==> config.mk <==
export PLATFORM = sky130hd
export DESIGN_NAME = protocol_history_stack_update_core
export DESIGN_NICKNAME = d
export VERILOG_FILES = /design/src/rtl/core/phsu_pkg.sv /design/src/rtl/core/phsu_front.sv /design/src/rtl/core/phsu_back.sv /design/src/rtl/core/protocol_history_stack_update_core.sv
export SDC_FILE = /design/constraint.sdc
export NUM_CORES = 1
export LEC_CHECK = 0
export BUFFER_PORTS_ARGS = -buffer_cell sky130_fd_sc_hd__buf_2
export CELL_PAD_IN_SITES_DETAIL_PLACEMENT = 1
export CELL_PAD_IN_SITES_GLOBAL_PLACEMENT = 1
export CORE_AREA = 4 4 171 90
export CTS_BUF_LIST = sky130_fd_sc_hd__clkbuf_4
export CTS_CLUSTER_SIZE = 16
export DETAILED_ROUTE_END_ITERATION = 10
export DIE_AREA = 0 0 175 94
export GPL_TIMING_DRIVEN = 0
export PLACE_DENSITY_LB_ADDON = 0.1
export SLEW_MARGIN = 20
export SYNTH_ARGS = -nofsm -noshare
export SYNTH_HDL_FRONTEND = slang
export SYNTH_SLANG_ARGS = --single-unit
==> constraint.sdc <==
create_clock -name clk_i -period 3.7 [get_ports clk_i]
set_clock_uncertainty 0.15 [all_clocks]
set_input_delay 0.185 -clock clk_i [delete_from_list [all_inputs] [get_ports clk_i]]
set_output_delay 0.185 -clock clk_i [all_outputs]
set_load 0.02 [all_outputs]
==> src/rtl/core/phsu_pkg.sv <==
// ----------------------------------------------------------------------------
// phsu_pkg
// shared types and constants of the protocol history stack update core
// ----------------------------------------------------------------------------
package phsu_pkg;

  localparam int HIST_DEPTH  = 4;
  localparam int CNT_W       = $clog2(HIST_DEPTH + 1);
  localparam int IDX_W       = $clog2(HIST_DEPTH);
  localparam int ID_W        = 16;
  localparam int SLOT_W      = 4;
  localparam int DEPTH_W     = 5;
  localparam int QUEUE_DEPTH = 2;
  localparam int QPTR_W      = $clog2(QUEUE_DEPTH);
  localparam int QCNT_W      = $clog2(QUEUE_DEPTH + 1);

  typedef enum logic {
    OP_PUSH,
    OP_INSERT
  } op_e;

  typedef struct packed {
    logic [ID_W-1:0] protocol_id;
    logic            is_correlated;
  } in_t;

  typedef struct packed {
    logic [SLOT_W-1:0]  slot_index;
    logic [ID_W-1:0]    slot_protocol;
    logic               slot_is_real;
    logic [DEPTH_W-1:0] stack_depth;
    logic               last_slot;
  } out_t;

  typedef struct packed {
    op_e             op;
    logic [ID_W-1:0] id;
  } cmd_t;

endpackage

==> src/rtl/core/phsu_front.sv <==
// ----------------------------------------------------------------------------
// phsu_front
// accepts input transactions, classifies them and queues the commands
// ----------------------------------------------------------------------------
module phsu_front import phsu_pkg::*; (
  input  logic  clk_i,
  input  logic  rst_ni,
  input  logic  in_valid_i,
  output logic  in_stall_o,
  input  in_t   in_data_i,
  output logic  cmd_valid_o,
  input  logic  cmd_pop_i,
  output cmd_t  cmd_o
);

  cmd_t              queue_q [QUEUE_DEPTH];
  logic [QPTR_W-1:0] wr_ptr_q, wr_ptr_d;
  logic [QPTR_W-1:0] rd_ptr_q, rd_ptr_d;
  logic [QCNT_W-1:0] count_q, count_d;
  logic              push;
  logic              pop;
  cmd_t              cmd_new;

  assign in_stall_o  = (count_q == QCNT_W'(QUEUE_DEPTH));
  assign push        = in_valid_i && !in_stall_o;
  assign cmd_valid_o = (count_q != '0);
  assign pop         = cmd_pop_i && cmd_valid_o;
  assign cmd_o       = queue_q[rd_ptr_q];

  always_comb begin
    cmd_new.op = in_data_i.is_correlated ? OP_PUSH : OP_INSERT;
    cmd_new.id = in_data_i.protocol_id;
  end

  always_comb begin
    wr_ptr_d = wr_ptr_q;
    rd_ptr_d = rd_ptr_q;
    count_d  = count_q;
    if (push) begin
      wr_ptr_d = (wr_ptr_q == QPTR_W'(QUEUE_DEPTH - 1)) ? '0 : wr_ptr_q + 1'b1;
    end
    if (pop) begin
      rd_ptr_d = (rd_ptr_q == QPTR_W'(QUEUE_DEPTH - 1)) ? '0 : rd_ptr_q + 1'b1;
    end
    if (push && !pop) begin
      count_d = count_q + 1'b1;
    end else if (pop && !push) begin
      count_d = count_q - 1'b1;
    end
  end

  always_ff @(posedge clk_i or negedge rst_ni) begin
    if (!rst_ni) begin
      wr_ptr_q <= '0;
      rd_ptr_q <= '0;
      count_q  <= '0;
    end else begin
      wr_ptr_q <= wr_ptr_d;
      rd_ptr_q <= rd_ptr_d;
      count_q  <= count_d;
    end
  end

  always_ff @(posedge clk_i) begin
    if (push) begin
      queue_q[wr_ptr_q] <= cmd_new;
    end
  end

endmodule

==> src/rtl/core/phsu_back.sv <==
// ----------------------------------------------------------------------------
// phsu_back
// applies queued commands to the history stack and emits the stack slots
// ----------------------------------------------------------------------------
module phsu_back import phsu_pkg::*; (
  input  logic            clk_i,
  input  logic            rst_ni,
  input  logic [ID_W-1:0] unknown_code_i,
  input  logic            cmd_valid_i,
  output logic            cmd_pop_o,
  input  cmd_t            cmd_i,
  output logic            out_valid_o,
  input  logic            out_stall_i,
  output out_t            out_data_o
);

  localparam logic ST_IDLE = 1'b0;
  localparam logic ST_EMIT = 1'b1;

  logic                  state_q, state_d;
  logic [ID_W-1:0]       stack_q [HIST_DEPTH];
  logic [ID_W-1:0]       stack_d [HIST_DEPTH];
  logic [HIST_DEPTH-1:0] marks_q, marks_d;
  logic [CNT_W-1:0]      size_q, size_d;
  logic [IDX_W-1:0]      slot_q, slot_d;
  logic                  out_valid_q, out_valid_d;
  out_t                  out_q, out_d;

  logic [CNT_W-1:0]      first_real;
  logic [CNT_W-1:0]      at_cnt;
  logic [IDX_W-1:0]      at;
  logic [CNT_W-1:0]      size_m1;
  logic                  full;
  logic                  restore;
  logic                  out_load;
  logic                  last_load;
  logic                  pop;

  assign size_m1 = size_q - 1'b1;
  assign full    = (size_q == CNT_W'(HIST_DEPTH));

  // topmost real slot, or the depth if none
  always_comb begin
    first_real = size_q;
    for (int i = HIST_DEPTH - 1; i >= 0; i--) begin
      if (marks_q[i]) begin
        first_real = CNT_W'(i);
      end
    end
  end

  assign at_cnt  = (first_real >= size_q) ? size_m1 : first_real;
  assign at      = at_cnt[IDX_W-1:0];
  assign restore = full && (first_real == CNT_W'(HIST_DEPTH - 1)) &&
                   (stack_q[HIST_DEPTH-1] != unknown_code_i);

  // stack update
  always_comb begin
    for (int a = 0; a < HIST_DEPTH; a++) begin
      stack_d[a] = stack_q[a];
    end
    marks_d = marks_q;
    size_d  = full ? size_q : size_q + 1'b1;
    if (cmd_i.op == OP_PUSH) begin
      for (int a = 1; a < HIST_DEPTH; a++) begin
        stack_d[a] = stack_q[a-1];
      end
      stack_d[0] = cmd_i.id;
      marks_d    = {marks_q[HIST_DEPTH-2:0], 1'b0};
      if (restore) begin
        stack_d[HIST_DEPTH-1] = stack_q[HIST_DEPTH-1];
        marks_d[HIST_DEPTH-1] = 1'b1;
      end
    end else begin
      for (int a = 1; a < HIST_DEPTH; a++) begin
        if (IDX_W'(a) > at) begin
          stack_d[a] = stack_q[a-1];
          marks_d[a] = marks_q[a-1];
        end
      end
      stack_d[at] = cmd_i.id;
      marks_d[at] = 1'b1;
    end
    for (int a = 0; a < HIST_DEPTH; a++) begin
      if (CNT_W'(a) >= size_d) begin
        marks_d[a] = 1'b0;
      end
    end
  end

  // slot emission through the output register
  assign out_load  = (state_q == ST_EMIT) && (!out_valid_q || !out_stall_i);
  assign last_load = out_load && (slot_q == size_m1[IDX_W-1:0]);
  assign pop       = cmd_valid_i && ((state_q == ST_IDLE) || last_load);
  assign cmd_pop_o = pop;

  always_comb begin
    out_d.slot_index    = SLOT_W'(slot_q);
    out_d.slot_protocol = stack_q[slot_q];
    out_d.slot_is_real  = marks_q[slot_q];
    out_d.stack_depth   = DEPTH_W'(size_q);
    out_d.last_slot     = (slot_q == size_m1[IDX_W-1:0]);
  end

  always_comb begin
    state_d     = state_q;
    slot_d      = slot_q;
    out_valid_d = out_valid_q;
    if (out_load) begin
      out_valid_d = 1'b1;
    end else if (!out_stall_i) begin
      out_valid_d = 1'b0;
    end
    if (out_load && !last_load) begin
      slot_d = slot_q + 1'b1;
    end
    if (pop) begin
      state_d = ST_EMIT;
      slot_d  = '0;
    end else if (last_load) begin
      state_d = ST_IDLE;
    end
  end

  always_ff @(posedge clk_i or negedge rst_ni) begin
    if (!rst_ni) begin
      state_q     <= ST_IDLE;
      slot_q      <= '0;
      out_valid_q <= 1'b0;
      marks_q     <= '0;
      size_q      <= CNT_W'(1);
      for (int a = 0; a < HIST_DEPTH; a++) begin
        stack_q[a] <= '0;
      end
    end else begin
      state_q     <= state_d;
      slot_q      <= slot_d;
      out_valid_q <= out_valid_d;
      if (pop) begin
        marks_q <= marks_d;
        size_q  <= size_d;
        for (int a = 0; a < HIST_DEPTH; a++) begin
          stack_q[a] <= stack_d[a];
        end
      end
    end
  end

  always_ff @(posedge clk_i) begin
    if (out_load) begin
      out_q <= out_d;
    end
  end

  assign out_valid_o = out_valid_q;
  assign out_data_o  = out_q;

endmodule

==> src/rtl/core/protocol_history_stack_update_core.sv <==
// ----------------------------------------------------------------------------
// protocol_history_stack_update_core
// bounded protocol history stack of one flow with per-slot real marks
// ----------------------------------------------------------------------------
// Each input transaction carries a protocol id and a correlated flag and
// updates the stack; the whole stack is then emitted top to bottom, one
// output transaction per slot, last_slot set on the bottom one. After an
// update the stack holds 2 to HIST_DEPTH slots; the single slot emission
// port sends them one after another, and the back end takes the next
// command with the last slot of an item or when it is idle. A two-entry
// command queue lets the input keep accepting while slots are being emitted.
// unknown_code is written through the cfg port, which is always ready.
module protocol_history_stack_update_core import phsu_pkg::*; (
  input  logic            clk_i,
  input  logic            rst_ni,
  input  logic            in_valid_i,
  output logic            in_stall_o,
  input  in_t             in_data_i,
  output logic            out_valid_o,
  input  logic            out_stall_i,
  output out_t            out_data_o,
  input  logic            cfg_valid_i,
  output logic            cfg_ready_o,
  input  logic [ID_W-1:0] cfg_data_i
);

  logic [ID_W-1:0] unknown_code_q;
  logic            cmd_valid;
  logic            cmd_pop;
  cmd_t            cmd;

  assign cfg_ready_o = 1'b1;

  always_ff @(posedge clk_i or negedge rst_ni) begin
    if (!rst_ni) begin
      unknown_code_q <= '0;
    end else if (cfg_valid_i && cfg_ready_o) begin
      unknown_code_q <= cfg_data_i;
    end
  end

  phsu_front u_front (
    .clk_i       (clk_i),
    .rst_ni      (rst_ni),
    .in_valid_i  (in_valid_i),
    .in_stall_o  (in_stall_o),
    .in_data_i   (in_data_i),
    .cmd_valid_o (cmd_valid),
    .cmd_pop_i   (cmd_pop),
    .cmd_o       (cmd)
  );

  phsu_back u_back (
    .clk_i          (clk_i),
    .rst_ni         (rst_ni),
    .unknown_code_i (unknown_code_q),
    .cmd_valid_i    (cmd_valid),
    .cmd_pop_o      (cmd_pop),
    .cmd_i          (cmd),
    .out_valid_o    (out_valid_o),
    .out_stall_i    (out_stall_i),
    .out_data_o     (out_data_o)
  );

endmodule

======== Yosys cells after proc, flatten, opt, wreduce, memory -nomap -nowiden ========
Memory sizes are Yosys's and may differ from the RTL's.
Index checks and enable logic that the tools add are counted.
cells by class
  add/subtract/negate cells ............... 7
  magnitude comparators ................... 14
  equal/unequal tests ..................... 7
  mux-type cells .......................... 49
  bitwise gates (word level) .............. 4
  reduce and logical (&&, ||, !) cells .... 25
operators by type and width
  cell                 number
  $mux 16              10
  $bwmux 64            1
  $mux 64              1
  $bmux 16 s2          1
  $demux 16 s2         1
  $mux 1               22
  $ne 16x16->1         1
  $mux 3               5
  $logic_and 1x1->1    12
  $mux 2               5
  $reduce_bool 2->1    4
  $ge 1x3->1 const A   2
  $ge 2x3->1 const A   2
  $ge 3x3->1 const B   2
  $logic_not 1->1      6
  $lt 2x3->1 const B   2
  $not 2->3            2
  $add 2x1->2 const B  2
  $gt 2x2->1 const A   2
  $mux 4               1
  $ne 2x1->1 const B   2
  $or 4x4->4           1
  $sub 2x1->2 const B  2
  $add 3x1->3 const B  1
  other kinds (14)     16
storage, ports and cells
  register bits ........................... 118
  bits in writable memories ............... 34
  bits of input ports ..................... 38
  output and inout bits ................... 30
  logic and storage cells ................. 125
  memories ................................ 1
memory list
  name             words  width  rd ports  clocked after memory_dff  wr ports  line              RTL
  u_front.queue_q  2      17     1         0                         1         phsu_front.sv:16  cmd_t queue_q [QUEUE_DEPTH];

======== Depth between registers and ports, before layout ========
Gate-level depths: netlist of the first run.
  depth after elaboration ................. 13
  mapped depth ............................ 13

======== Hierarchy ========
From an unflattened synthesis of the first run, not the netlist that was laid out.
second synthesis, totals
  cells, all modules ...................... 519
  area, all modules ....................... 7,114.3 um^2
by module, submodules not included
  module                              times used  cells each  area an instance (um^2)
  phsu_back                           1           410         4,972.3
  phsu_front                          1           73          1,481.4
  protocol_history_stack_update_core  1           36          660.6

======== Worst setup path before layout of the first run ========
No wires, ideal clock.
  path type ............................... register to register
  start point ............................. reg u_back.size_q[0]
  end point ............................... reg (tool-made name)
  arrival time ............................ 2.781 ns
  data required time ...................... 3.425 ns
  path slack .............................. 0.644 ns
  stages on the path, launching flop included .. 13
  buffers on the path ..................... 2
  period minus slack after synthesis ...... 3.056 ns
  cell sequence ........................... dfstp_2 buf_6 o21bai_1 a21oi_1 inv_1 ha_1 nor2b_1 o21ai_2 mux2i_1 nor2_4 buf_2 mux2_2 mux2_2
RTL lines
  item                    line              RTL
  from (decl)             phsu_back.sv:24   logic [CNT_W-1:0] size_q, size_d;
  from (signal assigned)  phsu_back.sv:141  size_q <= size_d;

==> metrics.txt, run 1 <==
IO Count=68; # setup viols final=0; Synth Warn #=0; via count=4692; I/O Buffers=61; TritonCTS Buffers=17; TritonRoute pass-1 iters=4; endpoints failing hold=0; number of global-route vias before repair=5023; Total Wirelength=19.1 mm; # DRC=0; ys flop type=dfrtp_1; Final Max Slew Viols=0; Bufs on Longest Clock Path=2; CP Cell Sequence=buf_6 -> o21bai_1 -> a21oi_1 -> inv_1 -> ha_1 -> nor2b_1 -> o21ai_4 -> mux2i_1 -> nor2_4 -> clkbuf_4 -> mux2_2 -> mux2_2; Avg WL per Cell=22.7 µm; Mapped Area=0.00701 mm²; initial antenna violation count=0; share of cells above drive strength 1=36.3%; Starting Density=49.9%; total congestion overflow=0; GP Congestion=0.869; Multi-input gate area=roughly 0.0027 mm²; sequential cell area fraction in the yosys report=58.4%; Post-DP HPWL=13.2 mm; most common cell after layout, fill and taps aside=dfrtp_1; worst-path maximum fanout=10; r2r setup slk=0.18 ns; Skew-Pair Late Insertion Delay=0.54 ns; Register Area=0.00409 mm²; register bit total from synthesis=approximately 150; CP peak stage delay=0.62 ns; Setup crit end kind=flop; WHS Path Cells=2; DR iter-0 viols=328; core area=~0.014 mm²; type of the most critical hold path=in2reg; Root Buffer=clkbuf_4; Crit path top cell by count=mux2_2; Die Area=around 0.016 mm²; status=completed; Slew @ Worst Pin=between 0.9 and 1 ns; Filler cells=1397; dpl cells=764; Antenna Nets Post-Route=0; Clock H-tree levels=4; Crit-path slowest cell=dfstp_2; Pwr Density=between 1000 and 1500 mW/mm²; post-synthesis cell type count=46; Post-Syn Instances=501; Die H=94 µm; Peak Freq=0.284 GHz; Synth area leaders=dfrtp_1 34%, edfxtp_1 24%, mux2_2 13%; fin crit share=between 90% and 100%; Final #Nets=674; Post-CTS Setup Bufs=0; CP Launch Type=flop; Crit Reg-Reg Startpoint=u_back.size_q[0]$_DFFE_PN1P_; Yosys top cell by area=dfrtp_1; Leak Pwr=3.48 nW; die width=between 150 and 200 µm; WS Path Type=reg2reg; count of flip-flops with a built-in enable after synthesis=57; largest net degree at the start of global routing=75; FF-to-FF path depth=12; Hold Crit Start=in_data_i[10]; most frequent cells in the layout=94 x dfrtp_1, 80 x mux2_2, 65 x buf_2; first-pass GRT wire length=29.8 mm; Worst Hold Path EP=u_front.queue_q[0][9]$_DFFE_PP_; post-route minimum period=around 3.5 ns; Max VDD drop=0.316 mV; FFs w/ async S/R, synth=a little over three fifths; CTS tree=built; Max-Cap Viols=0; CP arrival=3.79 ns; Global Route Usage Sum=~24%; ANT cells=0; Mean Syn Cell Area=approximately 14 µm²; setup_tns=0 ns; area delta synth->final=19.4%; Worst Path Required=3.96 ns; # rows=31; vias per cell=5.59; Final Non-Filler Cells=840; Min Hold Slack=0.213 ns; Worst-path clk slew=0.16 ns; slew margin rel.=around 37%; top cell type's share of synthesized area=33.6%; CTS Sinks=152
## cell usage after synthesis (2+ instances only)
library cell and number:
nor2b_1 3, inv_1 12, nand2b_1 3, mux2_2 80
nor4_1 4, nand3_1 2, ha_1 7, a21oi_1 26
buf_6 7, mux4_2 16, nand2_2 2, xnor2_1 6
a21oi_4 3, clkbuf_1 6, buf_4 11, o21ai_0 9
a22oi_1 32, nor3_1 2, mux2i_1 3, xor2_1 20
nand2_1 23, edfxtp_1 57, conb_1 2, buf_2 6
and2_1 2, o21ai_1 11, nand3b_1 5, dfrtp_1 94
nor2_1 29, or3_4 2
## layout make-up
cell class,count,area share [%]
Multi-Input combinational cell,309,32.0
Inverter,13,0.583
Clock inverter,15,2.12
Clock buffer,17,1.52
Sequential cell,152,48.9
Tap cell,198,2.96
Buffer,30,2.60
Timing Repair Buffer,106,9.31
## critical path, delay by kind of cell (launching register included)
kind / cells / cell delay [ns]
and+or+nand+nor: 2 / 0.48
AOI/OAI and AO/OA: 3 / 0.49
muxes: 3 / 0.82
buffers and inverters: 3 / 0.56
adders and majority gates: 1 / 0.28
DFF: 1 / 0.62
## what timing repair did
| action | 4_1_cts | 5_1_grt |
|---|---|---|
| setup endpoints to repair | 0 | 29 |
| endpoints found under the hold margin | 149 | 0 |
| gates resized for setup | 0 | 5 |
| hold buffers | 44 | 0 |
## worst max-delay path by stage
stage | to | depth (start not counted) | slack (ns) | from
finish | flop | 12 | 0.18 | u_back.size_q[0]$_DFFE_PN1P_
global placement | flop | 12 | 0.16 | u_back.size_q[0]$_DFFE_PN1P_
global route | flop | 12 | -0.02 | u_back.size_q[0]$_DFFE_PN1P_
CTS | flop | 12 | 0.1 | u_back.size_q[0]$_DFFE_PN1P_
detailed placement | flop | 12 | 0.15 | u_back.size_q[0]$_DFFE_PN1P_
floorplan | flop | 12 | 0.64 | u_back.size_q[0]$_DFFE_PN1P_
## cells by family (layout without fill, tap and decap cells)
| group | Yosys count | in the layout | share of synthesized area (%) |
|---|---|---|---|
| xor gates and xnor gates | 26 | 26 | 3.25 |
| DFF | 152 | 152 | 58.4 |
| buffers and inverters | 43 | 181 | 3.75 |
| other | 2 | 5 | 0.107 |
| AOI/OAI and AO/OA | 90 | 90 | 8.66 |
| muxes | 101 | 101 | 19.1 |
| adders and majority gates | 7 | 7 | 1.25 |
| and+or+nand+nor | 80 | 80 | 5.52 |
## per-layer routing
metal / global-route usage (%) / wire length [µm] / part of all wire [%] / vias up
li1: - / - / - / 2099
met1: 37.8 / 9410 / 49 / 2390
met2: 34.3 / 7930 / 42 / 192
met3: 6.76 / 1650 / 8.7 / 11
met4: 4.96 / 82 / 0.43 / 0
met5: 0 / 0 / 0 / -
## metrics by stage
stage               worst slack (ns)  power [mW]  utilization, %  cell area (µm²)
global placement               0.163        6.98            53.9             7570
global route                 -0.0233        8.93            59.6             8370
floorplan                      0.644        5.90               -             7020
CTS                           0.0957        8.37            59.5             8360
detailed placement             0.151        7.22            54.2             7610
finish                         0.176        8.42            59.6             8370
## report_power, final
| part | internal, mW | switching (mW) |
|---|---|---|
| combinational | 1.85 | 2.40 |
| sequential | 2.52 | 0.535 |
| clock | 0.430 | 0.681 |
| total | 4.80 | 3.62 |
No activity file was read; power rests on OpenSTA's default activity.
==> run 2: changes to the inputs <==
CORE_AREA = 2 2 169 88   (was 4 4 171 90)
DIE_AREA = 0 0 171 90   (was 0 0 175 94)
RECOVER_POWER = 50   (was not set)
==> run 2 against run 1 <==
  * The flow now finishes with violations (capacitance limit, slew limit)
  * Count of clock-buffer cells in the layout unchanged
  * Final cell count increased by 0.24%
  * Combinational power about the same
  * Clock power decreased by 10%
  * Sequential cell count unchanged
  * Worst setup slack improved by 0.11 ns
  * Sequential share of layout area increased by 0.52 points
  * Total power decreased by 1.4%
  * Die area decreased by 6.4%
  * Routed wire length decreased by 1.3%
  * Global-route usage increased by 1.7 points
  * Critical path type unchanged
  * Largest power group unchanged
==> metrics.txt, run 2 (same netlist as run 1, synthesis figures left out) <==
# rows=31 (unchanged); Worst Path Required=3.97 ns (was 3.96 ns); GP Congestion=0.804 (was 0.869); Avg WL per Cell=22.4 µm (was 22.7 µm); Filler cells=1425 (was 1397); Clock H-tree levels=4 (unchanged); Global Route Usage Sum=26.1% (was 24.4%); Die H=90 µm (was 94 µm); ANT cells=0 (unchanged); vias per cell=5.65 (was 5.59); I/O Buffers=61 (unchanged); Crit Reg-Reg Startpoint=u_back.size_q[0]$_DFFE_PN1P_ (unchanged); CP peak stage delay=0.62 ns (about the same); CTS tree=built (unchanged); Root Buffer=clkbuf_4 (unchanged); r2r setup slk=0.29 ns (was 0.18 ns); Worst Hold Path EP=u_front.queue_q[0][0]$_DFFE_PP_ (was u_front.queue_q[0][9]$_DFFE_PP_); total congestion overflow=0 (unchanged); Skew-Pair Late Insertion Delay=0.54 ns (about the same); Setup crit end kind=flop (unchanged); dpl cells=764 (unchanged); Final #Nets=676 (was 674); Final Max Slew Viols=35 (was 0); CP Cell Sequence=buf_6 -> o21bai_1 -> a21oi_1 -> inv_1 -> ha_1 -> nor2b_1 -> o21ai_4 -> mux2i_1 -> nand2b_1 -> buf_4 -> nand2_2 -> buf_4 -> mux2_2 (was buf_6 -> o21bai_1 -> a21oi_1 -> inv_1 -> ha_1 -> nor2b_1 -> o21ai_4 -> mux2i_1 -> nor2_4 -> clkbuf_4 -> mux2_2 -> mux2_2); TritonCTS Buffers=17 (unchanged); number of global-route vias before repair=4934 (was 5023); post-route setup slack=0.287 ns (was 0.176 ns); reg2reg end=u_back.stack_q[53]$_DFFE_PN0P_; Die Area=0.0154 mm² (was 0.0165 mm²); RSZ-0062 raised after global routing=no; Place WS=0.0744 ns (was 0.151 ns); CP Launch Type=flop (unchanged); largest net degree at the start of global routing=49 (was 75); core area=0.0140 mm² (unchanged); endpoints failing hold=0 (unchanged); WHS Path Cells=2 (unchanged); status=complete, but fails checks (was completed); setup_tns=0 ns (unchanged); Pwr Density=1000 mW/mm² (was 1010 mW/mm²); first-pass GRT wire length=29.5 mm (was 29.8 mm); Antenna Nets Post-Route=0 (unchanged); Bufs on Longest Clock Path=2 (unchanged); Crit-path slowest cell=dfstp_2 (unchanged); area delta synth->final=18.2% (was 19.4%); Max-Cap Viols=1 (was 0); Worst-path clk slew=0.15 ns (was 0.16 ns); most common cell after layout, fill and taps aside=dfrtp_1 (unchanged); post-route minimum period=3.41 ns (was 3.52 ns); DP Area=0.00761 mm² (unchanged); failing checks=capacitance limit, slew limit; Hold Crit Start=in_data_i[1] (was in_data_i[10]); slew margin rel.=-7.15% (was 37.5%); CP arrival=3.68 ns (was 3.79 ns); via count=4758 (was 4692); IO Count=68 (unchanged); type of the most critical hold path=in2reg (unchanged); # setup viols final=0 (unchanged); Total Wirelength=18.8 mm (was 19.1 mm); Starting Density=49.9% (unchanged); share of cells above drive strength 1=31.7% (was 36.3%); die width=171 µm (was 175 µm); total design power=8.31 mW (was 8.42 mW); fin crit share=92.2% (was 95.3%); WS Path Type=reg2reg (unchanged); Crit path top cell by count=buf_4 (was mux2_2); post-route cell area=0.00828 mm² (was 0.00837 mm²); initial antenna violation count=0 (unchanged); Min Hold Slack=0.213 ns (about the same); CTS Sinks=152 (unchanged); most frequent cells in the layout=94 x dfrtp_1, 80 x mux2_2, 57 x edfxtp_1 (was 94 x dfrtp_1, 80 x mux2_2, 65 x buf_2); Peak Freq=0.293 GHz (was 0.284 GHz); Final Non-Filler Cells=842 (was 840); Leak Pwr=3.39 nW (was 3.48 nW); DR iter-0 viols=396 (was 328); worst-path maximum fanout=10 (unchanged); Post-DP HPWL=12.8 mm (was 13.2 mm); FF-to-FF path depth=13 (was 12); Max VDD drop=0.386 mV (was 0.316 mV); # DRC=0 (unchanged); final core utilization=59.0% (was 59.6%); TritonRoute pass-1 iters=4 (unchanged); Slew @ Worst Pin=1.61 ns (was 0.935 ns)
==> run 2: routing by layer <==
layer	wire length, µm	track usage (%)	vias up
li1	-	-	2110
met1	9210	41.3	2428
met2	7770	36.4	203
met3	1640	5.33	17
met4	194	6.78	0
met5	0	0	-
==> run 2: layout make-up <==
| class | count | area (µm²) | area share (%) |
|---|---|---|---|
| clock buffer | 17 | 128 | 1.54 |
| multi-input combinational | 309 | 2680 | 32.4 |
| tap | 198 | 248 | 2.99 |
| buffer | 30 | 219 | 2.64 |
| timing repair buffer | 108 | 729 | 8.81 |
| sequential | 152 | 4090 | 49.4 |
| clock inverter | 15 | 139 | 1.68 |
| inverter | 13 | 48.8 | 0.589 |
==> run 2: how the worst max path moves through the flow <==
stage                            startpoint                              to  slack, ns  cells past startpoint
6_report       u_back.size_q[0]$_DFFE_PN1P_  u_back.stack_q[53]$_DFFE_PN0P_       0.29                     13
5_1_grt        u_back.size_q[0]$_DFFE_PN1P_  u_back.stack_q[51]$_DFFE_PN0P_       0.04                     13
4_1_cts        u_back.size_q[0]$_DFFE_PN1P_                            flop       0.03                     12
3_5_place_dp   u_back.size_q[0]$_DFFE_PN1P_                            flop       0.07                     12
3_3_place_gp   u_back.size_q[0]$_DFFE_PN1P_                            flop       0.18                     12
2_1_floorplan  u_back.size_q[0]$_DFFE_PN1P_                            flop       0.64                     12
==> run 2: critical path: cells and delay by family (launching register included) <==
family | cells | cell delay (ns)
buf+inv | 4 | 0.63
simple gates | 3 | 0.59
mux | 2 | 0.50
compound gates | 3 | 0.51
flops | 1 | 0.62
fa+ha+maj | 1 | 0.27
==> run 2: repair_timing <==
item / CTS / global route
endpoints found under the setup margin: 0 / 29
buffers inserted: 0 / 2
hold buffers: 44 / 0
resized for setup: 0 / 7
endpoints found under the hold margin: 148 / 0
==> run 2: report_power, final <==
group	switching [mW]	internal (mW)	total, mW
Sequential	0.535	2.52	3.06
Combinational	2.41	1.84	4.25
Clock	0.653	0.346	0.999
Total	3.60	4.70	8.31
